**config.mk**
```make
export PLATFORM = sky130hd
export DESIGN_NAME = lik_motor
export DESIGN_NICKNAME = d
export VERILOG_FILES = /design/src/hdl/lik_pkg.sv /design/src/hdl/lik_motor.sv
export SDC_FILE = /design/constraint.sdc
export NUM_CORES = 2
export LEC_CHECK = 0
export ABC_CLOCK_PERIOD_IN_PS = 10220
export BUFFER_PORTS_ARGS = -buffer_cell sky130_fd_sc_hd__buf_4
export CAP_MARGIN = 20
export CORE_MARGIN = 2
export CORE_UTILIZATION = 40
export CTS_CLUSTER_SIZE = 8
export DETAILED_ROUTE_END_ITERATION = 8
export GPL_ROUTABILITY_DRIVEN = 1
export SLEW_MARGIN = 25
export SYNTH_ARGS = -nofsm -noshare
export SYNTH_HDL_FRONTEND = slang
export SYNTH_SLANG_ARGS = --single-unit
```
**constraint.sdc**
```tcl
create_clock -name clk_i -period 10.22 [get_ports clk_i]
set_clock_uncertainty 0.05 [all_clocks]
set_input_delay 0.511 -clock clk_i [delete_from_list [all_inputs] [get_ports clk_i]]
set_output_delay 0.511 -clock clk_i [all_outputs]
set_load 0.005 [all_outputs]
```
**src/hdl/lik_pkg.sv**
```systemverilog
`timescale 1ns / 1ps
package lik_pkg;

  localparam int unsigned CORDIC_STAGES_DEF = 16;

  // datapath widths
  localparam int CW       = 34;  // cordic x/y
  localparam int AW       = 35;  // cordic angle accumulator, Q.30
  localparam int ANG_W    = 38;  // joint angle after mirroring and offsets
  localparam int SQ_STEPS = 31;  // one result bit per step
  localparam int SQ_W     = 62;  // remainder / root working width
  localparam int RW       = 31;  // root width
  localparam int VW       = 60;  // radicand width
  localparam int POS_W    = 20;

  localparam logic signed [AW-1:0] PI_Q30 = 35'sd3373259426;
  localparam logic signed [POS_W-1:0] POS_MAX = 20'sd524287;
  localparam logic signed [POS_W-1:0] POS_MIN = -20'sd524288;

  localparam logic [15:0] UPPER_LEN_RST   = 16'd1600;
  localparam logic [15:0] LOWER_LEN_RST   = 16'd1600;
  localparam logic [15:0] GEAR_RATIO_RST  = 16'd2330;

  typedef enum logic [2:0] {
    REG_UPPER_LEN   = 3'd0,
    REG_LOWER_LEN   = 3'd1,
    REG_RIGHT_SIDE  = 3'd2,
    REG_OFFSET_HIP  = 3'd3,
    REG_OFFSET_KNEE = 3'd4,
    REG_GEAR_RATIO  = 3'd5
  } lik_reg_e;

  typedef struct packed {
    logic [15:0]        upper_len;
    logic [15:0]        lower_len;
    logic               right_side;
    logic signed [15:0] offset_hip;
    logic signed [15:0] offset_knee;
    logic [15:0]        gear_ratio;
  } lik_cfg_t;

  // what travels alongside the square root
  typedef struct packed {
    logic signed [16:0] x;
    logic signed [15:0] z;
    logic signed [30:0] nn;
    logic signed [30:0] hn;
    logic               fail;
  } lik_pay_t;

  // atan(2^-i) in Q0.30
  function automatic logic [29:0] lik_atan(input logic [4:0] idx);
    logic [29:0] r;
    case (idx)
      5'd0:  r = 30'd843314857;
      5'd1:  r = 30'd497837829;
      5'd2:  r = 30'd263043837;
      5'd3:  r = 30'd133525159;
      5'd4:  r = 30'd67021687;
      5'd5:  r = 30'd33543516;
      5'd6:  r = 30'd16775851;
      5'd7:  r = 30'd8388437;
      5'd8:  r = 30'd4194283;
      5'd9:  r = 30'd2097149;
      5'd10: r = 30'd1048576;
      5'd11: r = 30'd524288;
      5'd12: r = 30'd262144;
      5'd13: r = 30'd131072;
      5'd14: r = 30'd65536;
      5'd15: r = 30'd32768;
      5'd16: r = 30'd16384;
      5'd17: r = 30'd8192;
      5'd18: r = 30'd4096;
      5'd19: r = 30'd2048;
      5'd20: r = 30'd1024;
      5'd21: r = 30'd512;
      5'd22: r = 30'd256;
      5'd23: r = 30'd128;
      default: r = '0;
    endcase
    return r;
  endfunction

endpackage

```
**src/hdl/lik_motor.sv**
```systemverilog
`timescale 1ns / 1ps
module lik_motor (
  input  logic                             clk_i,
  input  logic                             rst_ni,
  input  logic                             valid_i,
  input  logic                             fail_i,
  input  logic signed [lik_pkg::AW-1:0]    a_xz_i,
  input  logic signed [lik_pkg::AW-1:0]    a_k_i,
  input  logic signed [lik_pkg::AW-1:0]    a_h_i,
  input  lik_pkg::lik_cfg_t                cfg_i,
  output logic                             done_o,
  output logic signed [lik_pkg::POS_W-1:0] hip_o,
  output logic signed [lik_pkg::POS_W-1:0] knee_o,
  output logic                             oor_o
);
  import lik_pkg::*;

  localparam int LO_W = 19;
  localparam int HI_W = ANG_W - LO_W;
  localparam int PW   = ANG_W + 18;

  // round half up at bit 26, then saturate
  function automatic logic signed [POS_W-1:0] to_pos(input logic signed [HI_W+16:0] hi,
                                                     input logic [LO_W+15:0] lo);
    logic signed [PW-1:0] p;
    logic signed [PW-1:0] r;
    p = ($signed({{(PW-HI_W-17){hi[HI_W+16]}}, hi}) <<< LO_W)
        + $signed({{(PW-LO_W-16){1'b0}}, lo})
        + (PW'(1) <<< 25);
    r = p >>> 26;
    if (r > PW'(POS_MAX))      return POS_MAX;
    else if (r < PW'(POS_MIN)) return POS_MIN;
    else                       return r[POS_W-1:0];
  endfunction

  logic signed [ANG_W-1:0] th, hip_d, knee_d, hip1_q, knee1_q, offh, offk;
  logic signed [ANG_W-1:0] axz, ak, ah, pi_w;
  logic [2:0] vld_q;
  logic f1_q, f2_q, f3_q;

  assign axz  = ANG_W'(a_xz_i);
  assign ak   = ANG_W'(a_k_i);
  assign ah   = ANG_W'(a_h_i);
  assign pi_w = ANG_W'(PI_Q30);
  assign offh = ANG_W'(cfg_i.offset_hip) <<< 17;
  assign offk = ANG_W'(cfg_i.offset_knee) <<< 17;
  assign th   = axz - ah;

  always_comb begin
    if (cfg_i.right_side) begin
      hip_d  = th - offh;
      knee_d = ak - pi_w - offk;
    end else begin
      hip_d  = -th - offh;
      knee_d = pi_w - ak - offk;
    end
  end

  always_ff @(posedge clk_i) begin
    hip1_q  <= hip_d;
    knee1_q <= knee_d;
    f1_q    <= fail_i;
  end

  // split products keep each multiplier near 19 by 17
  logic [LO_W+15:0]         hlo_q, klo_q;
  logic signed [HI_W+16:0]  hhi_q, khi_q;
  logic signed [16:0]       g_s;

  assign g_s = $signed({1'b0, cfg_i.gear_ratio});

  always_ff @(posedge clk_i) begin
    hlo_q <= hip1_q[LO_W-1:0] * cfg_i.gear_ratio;
    klo_q <= knee1_q[LO_W-1:0] * cfg_i.gear_ratio;
    hhi_q <= $signed(hip1_q[ANG_W-1:LO_W]) * g_s;
    khi_q <= $signed(knee1_q[ANG_W-1:LO_W]) * g_s;
    f2_q  <= f1_q;
  end

  logic signed [POS_W-1:0] hip_q, knee_q;

  always_ff @(posedge clk_i) begin
    hip_q  <= to_pos(hhi_q, hlo_q);
    knee_q <= to_pos(khi_q, klo_q);
    f3_q   <= f2_q;
  end

  always_ff @(posedge clk_i or negedge rst_ni) begin
    if (!rst_ni) begin
      vld_q <= '0;
    end else begin
      vld_q <= {vld_q[1:0], valid_i};
    end
  end

  assign done_o = vld_q[2];
  assign hip_o  = hip_q;
  assign knee_o = knee_q;
  assign oor_o  = f3_q;

endmodule

```
# == Word level (Yosys, flattened, before mapping) ==
# Index checks and enable logic that the tools add are counted.
# totals
romBits,0
mem_bits_rw,0
latch_bits,0
wordCells,36
memories,0
regBits,264
inputBits,190
output_inout_bits,42
# op_classes
muxes,4
mul,4
n_addsub,12
bitwise,0
n_shift,0
n_eq_ne,0
order_cmp,4
n_div,0
reduce_logical,0
# ops
operator,n
$add A55 B36 Y56,2
$add A56 B27 Y56 const B,2
$sub A36 B33 Y37,3
$mux W38,2
$mul A19 B17 Y36,2
$mul A19 B16 Y35,2
$gt A30 B20 Y1 const B,2
$lt A30 B20 Y1 const B,2
$mux W20,2
$neg A36 Y38,1
$sub A38 B33 Y38,1
$sub A33 B35 Y36 const A,1
$sub A35 B33 Y36 const B,1
$sub A35 B35 Y36,1

# == Logic depth before layout (Yosys ltp) ==
# depth
ltp_word,4
ltp_mapped,26
ltp_nobuf,26

# == Least setup slack after synthesis ==
# OpenSTA, ideal clock, no wires.
# synth_path
kind,input -> register
start,input port cfg_i[7] (netlist name)
end,register klo_q[34]
cell_stages,25
arrival_time_ps,6434
n_path_buf,2
required_ps,10051
setup_slack_ps,3617
setup_time_ps,119
path_cell_list,clkbuf_1 clkbuf_1 nand2_1 fa_1 inv_1 fa_1 inv_1 fa_1 inv_1 fa_1 fa_1 inv_1 fa_1 inv_1 ha_1 or3_1 a211oi_1 o2111ai_1 a21oi_1 o21ai_1 a21oi_1 o21ai_1 a41oi_1 mux2i_1 nor2_1
# synth_between
elab_chain_cells,1
# synth_lines
element,line,text
start: declaration,lik_motor.sv:10,"input lik_pkg::lik_cfg_t cfg_i,"
$mul A19 B16 Y35,lik_motor.sv:74,klo_q <= knee1_q[LO_W-1:0] * cfg_i.gear_ratio;
end signal: assignment,lik_motor.sv:74,
end: declaration,lik_motor.sv:66,"logic [LO_W+15:0] hlo_q, klo_q;"
# Every way passes these cells.
# A chain may end at the register's enable or synchronous reset.

# == Worst setup path in the final report ==
# layout_path
start,register knee1_q[13]
end,register klo_q[34]
# layout_between
elab_chain_cells,1
# layout_lines
element,line,text
start: declaration,lik_motor.sv:36,"logic signed [ANG_W-1:0] th, hip_d, knee_d, hip1_q, knee1_q, offh, offk;"
start signal: assignment,lik_motor.sv:61,knee1_q <= knee_d;
$mul A19 B16 Y35,lik_motor.sv:74,
# Every way passes these cells.

==> metrics.md <==
| Metric | Value |
|---|---|
| Critical Path Start Type | flip-flop |
| Post-CTS setup buffers | 0 |
| Die height | 382 um |
| CTS H-tree depth | 2 |
| Most common flop cell mapped by yosys | dfxtp_1 |
| Hold_buf cts | 4 |
| Vias/cell | 5.06 |
| Grt ovf | 0 |
| Avg Synthesized Cell Area | 8.78 um2 |
| Die area | 146000 um2 |
| Vias in the first global route | 45659 |
| Largest net degree at the start of global routing | 71 |
| Worst Path Buf+Inv | 3 |
| Hold depth | 3 |
| Synth top area share | 37.7% |
| CTS root buffer | clkbuf_16 |
| Setup TNS | 0 ps |
| Max Transition Viols Final | 0 |
| Largest family of logic cells by synthesized area | adder cells |
| Post-cts sizing count | 0 |
| #FFs+latches synth | 225 |
| CTS Sinks | 225 |
| I/O pin count | 232 |
| Outcome | finished, final reports clean |
| Reg2Reg Depth | 21 |
| Library cells used by synthesis | 90 |
| Final GP Congestion | 0.872 |
| Avg WL per Cell | 17.1 um |
| WS Path Type | flip-flop to flip-flop |
| Critical path peak fanout | 16 |
| Num rows | 138 |
| Net Count, Synth | 8449 |
| Total CTS buffers | 37 |
| CP peak stage delay | 1000 ps |
| Number of max-cap violations | 0 |
| Detail Placement HPWL | 113000 um |
| Post-DRT Antenna Nets | 0 |
| Critical path's most frequent cell | fa_1 |
| Port bufs | 199 |
| Layout cells sized above 1 | 5.02% |
| Wirelength, routed | 145000 um |
| Area leader, netlist | fa_1 |
| Top post-synthesis cells by area | fa_1, ha_1, inv_1, dfxtp_1, and2_1 |
| Post-Synth Simple-Gate Area | 15.3% |
| RSZ-0062 raised after global routing | no |
| Max-slew headroom | 29.9% |
| Highest clock rate | 132 MHz |
| CP top delay family | adder cells |
| Width of the die | 382 um |
| Post-Synthesis Cells | 6510 |
| Critical-path cell list | nand2_1 -> fa_1 -> fa_1 -> fa_1 -> inv_1 -> fa_1 -> fa_1 -> inv_1 -> fa_1 -> inv_1 -> ha_1 -> or3_1 -> a211oi_1 -> o2111ai_1 -> a21oi_1 -> o21ai_1 -> a21oi_1 -> o21ai_1 -> a41oi_1 -> mux2i_1 -> nor2_1 |
| DRC violations left | 0 |
| Worst-Skew Late Latency | 600 ps |
| Required time of the worst setup path | 10640 ps |
| First-pass GRT wire length | 240000 um |
| Post-route minimum period | 7600 ps |
| Initial antenna violation count | 2 |
| Clock Tree Buf Depth | 3 |
| Mapped Area | 57100 um2 |
| Critical path depth | 21 |
| Initial DRC count | 2366 |
| Initial core utilization | 40.3% |
| Worst-path clk slew | 50 ps |
| EDFF count, synth | 0 |
| Mux share of post-synthesis cell area | 0.357% |
| Synth Area in Adders | 52.5% |
| Yosys warning count | 0 |
| Post-Synth XOR/XNOR Area | 4.14% |
| Fin nets | 8496 |
| TritonRoute pass-1 iters | 7 |
| # setup viols final | 0 |
| Hold WC Path Type | input port to flip-flop |
| Final Hold Viols | 0 |
| Seq/Total Area, Yosys | 7.91% |
| Via count | 42815 |
| Post-synthesis compound-gate area fraction | 8.76% |
| CTS tree | done |
| Worst Setup End Kind | flip-flop |
| Slowest CP cell | dfxtp_1 |
| Gr usage total | 20.4% |
| Total core area | 142000 um2 |
| Period utilisation layout | 74.3% |
| Ys async rst share | 1.33% |
| Critical path arrival | 8010 ps |
| Area Overhead vs Synth | 7.75% |
| Worst Tran Pin Value | 1050 ps |
## stage by stage
step                hold slack, ps  setup WS, ps  utilization (%)  area, um2  std cells
floorplan                      165          3620                -      57100       6510
global placement               249          2470             42.7      60400       8404
detailed placement             250          2470             42.7      60400       8404
CTS                            104          2650             43.5      61600       8459
global route                   154          2130             43.5      61600       8460
finish                         154          2620             43.5      61600       8460
## metal layers
metal | vias up | wire length [um] | track usage (%)
li1 | 19961 | - | -
met1 | 21367 | 65000 | 27.8
met2 | 1281 | 66700 | 34.1
met3 | 204 | 9570 | 3.07
met4 | 2 | 3630 | 5.02
met5 | - | 14 | 0
## path summary, 6_finish.rpt
check                               startpoint                  to  slack [ps]
hold reg to reg                   f1_q$_DFF_P_        f2_q$_DFF_P_         270
min in group asynchronous               rst_ni  vld_q[2]$_DFF_PN0_         210
setup / recovery           knee1_q[13]$_DFF_P_   klo_q[34]$_DFF_P_        2620
setup reg to reg           knee1_q[13]$_DFF_P_   klo_q[34]$_DFF_P_        2620
max in group asynchronous               rst_ni  vld_q[0]$_DFF_PN0_        9820
hold / removal                        a_h_i[0]   hip1_q[0]$_DFF_P_         150
## cell usage in the layout (no fill, tap or decap), drive strengths merged, types with 7 or more instances in the layout
cell type,Yosys,routed
a211oi,34,34
o211ai,13,13
inv,1455,1456
a21o,110,110
or3,17,17
buf,7,237
a21oi,224,224
o21a,35,35
and2,531,531
o22ai,8,8
ha,672,672
a31oi,23,23
mux2,8,8
nand4,35,35
and4,10,10
or2,10,10
xnor2,180,180
o41ai,7,7
o31ai,28,28
a211o,10,10
mux2i,11,11
o2111ai,9,9
xor2,90,90
nor3,46,46
o21bai,24,24
fa,1077,1077
a21boi,10,10
a2111oi,8,8
nor2b,34,34
nand2,825,825
and3,27,27
nor2,149,149
dfxtp,222,222
o21ai,169,169
clkbuf,226,43
nand2b,35,35
nand3,46,46
## registers in the layout (all words and copies together) (netlist names)
| signal | flops |
|---|---|
| khi_q | 36 |
| oor_o | 1 |
| knee1_q | 37 |
| f2_q | 1 |
| hip1_q | 38 |
| hlo_q | 16 |
| hip_o | 20 |
| vld_q | 3 |
| hhi_q | 36 |
| f1_q | 1 |
| knee_o | 20 |
| klo_q | 16 |
## final cells by class
cell class,count,area (um2)
Sequential cell,225,4520
Antenna cell,1,2.50
Fill cell,14098,80000
Inverter,1456,5470
Multi-Input combinational cell,4596,46300
Clock inverter,8,121
Tap cell,1890,2360
Clock buffer,43,1000
Timing Repair Buffer,241,1820
## kinds of logic (layout without fill, tap and decap cells)
| kind of cell | Yosys count | count (layout) |
|---|---|---|
| AND/OR/NAND/NOR | 1788 | 1788 |
| flip-flops | 225 | 225 |
| XOR/XNOR | 270 | 270 |
| AO/OA/AOI/OAI | 770 | 770 |
| adder cells (fa/ha/maj) | 1749 | 1749 |
| buffers and inverters | 1689 | 1748 |
| other | 0 | 1 |
| multiplexers | 19 | 19 |
## worst reg2reg max path, stage by stage, from the launching register on
cell	delay (ps)
dfxtp_1	1000
nand2_1	190
fa_1	570
fa_1	490
fa_1	550
inv_1	50
fa_1	510
fa_1	500
inv_1	70
fa_1	480
inv_1	40
ha_1	210
or3_1	380
a211oi_1	280
o2111ai_1	310
a21oi_1	310
o21ai_1	170
a21oi_1	440
o21ai_1	200
a41oi_1	360
mux2i_1	230
nor2_1	60
## synth_stat cells (11+ instances only)
cell	n
a211oi_1	32
a21o_1	110
a21oi_1	222
a31oi_1	21
and2_1	531
and3_1	27
clkbuf_1	226
dfxtp_1	222
fa_1	1077
ha_1	672
inv_1	1455
mux2i_1	11
nand2_1	824
nand2b_1	35
nand3_1	46
nand4_1	35
nor2_1	149
nor2b_1	34
nor3_1	46
o211ai_1	13
o21a_1	35
o21ai_0	158
o21bai_1	24
o31ai_1	23
or3_1	17
xnor2_1	180
xor2_1	90
Power is left out: the tool's default activity adds up to more than one toggle a clock period on the data nets, which glitch-free logic cannot reach.
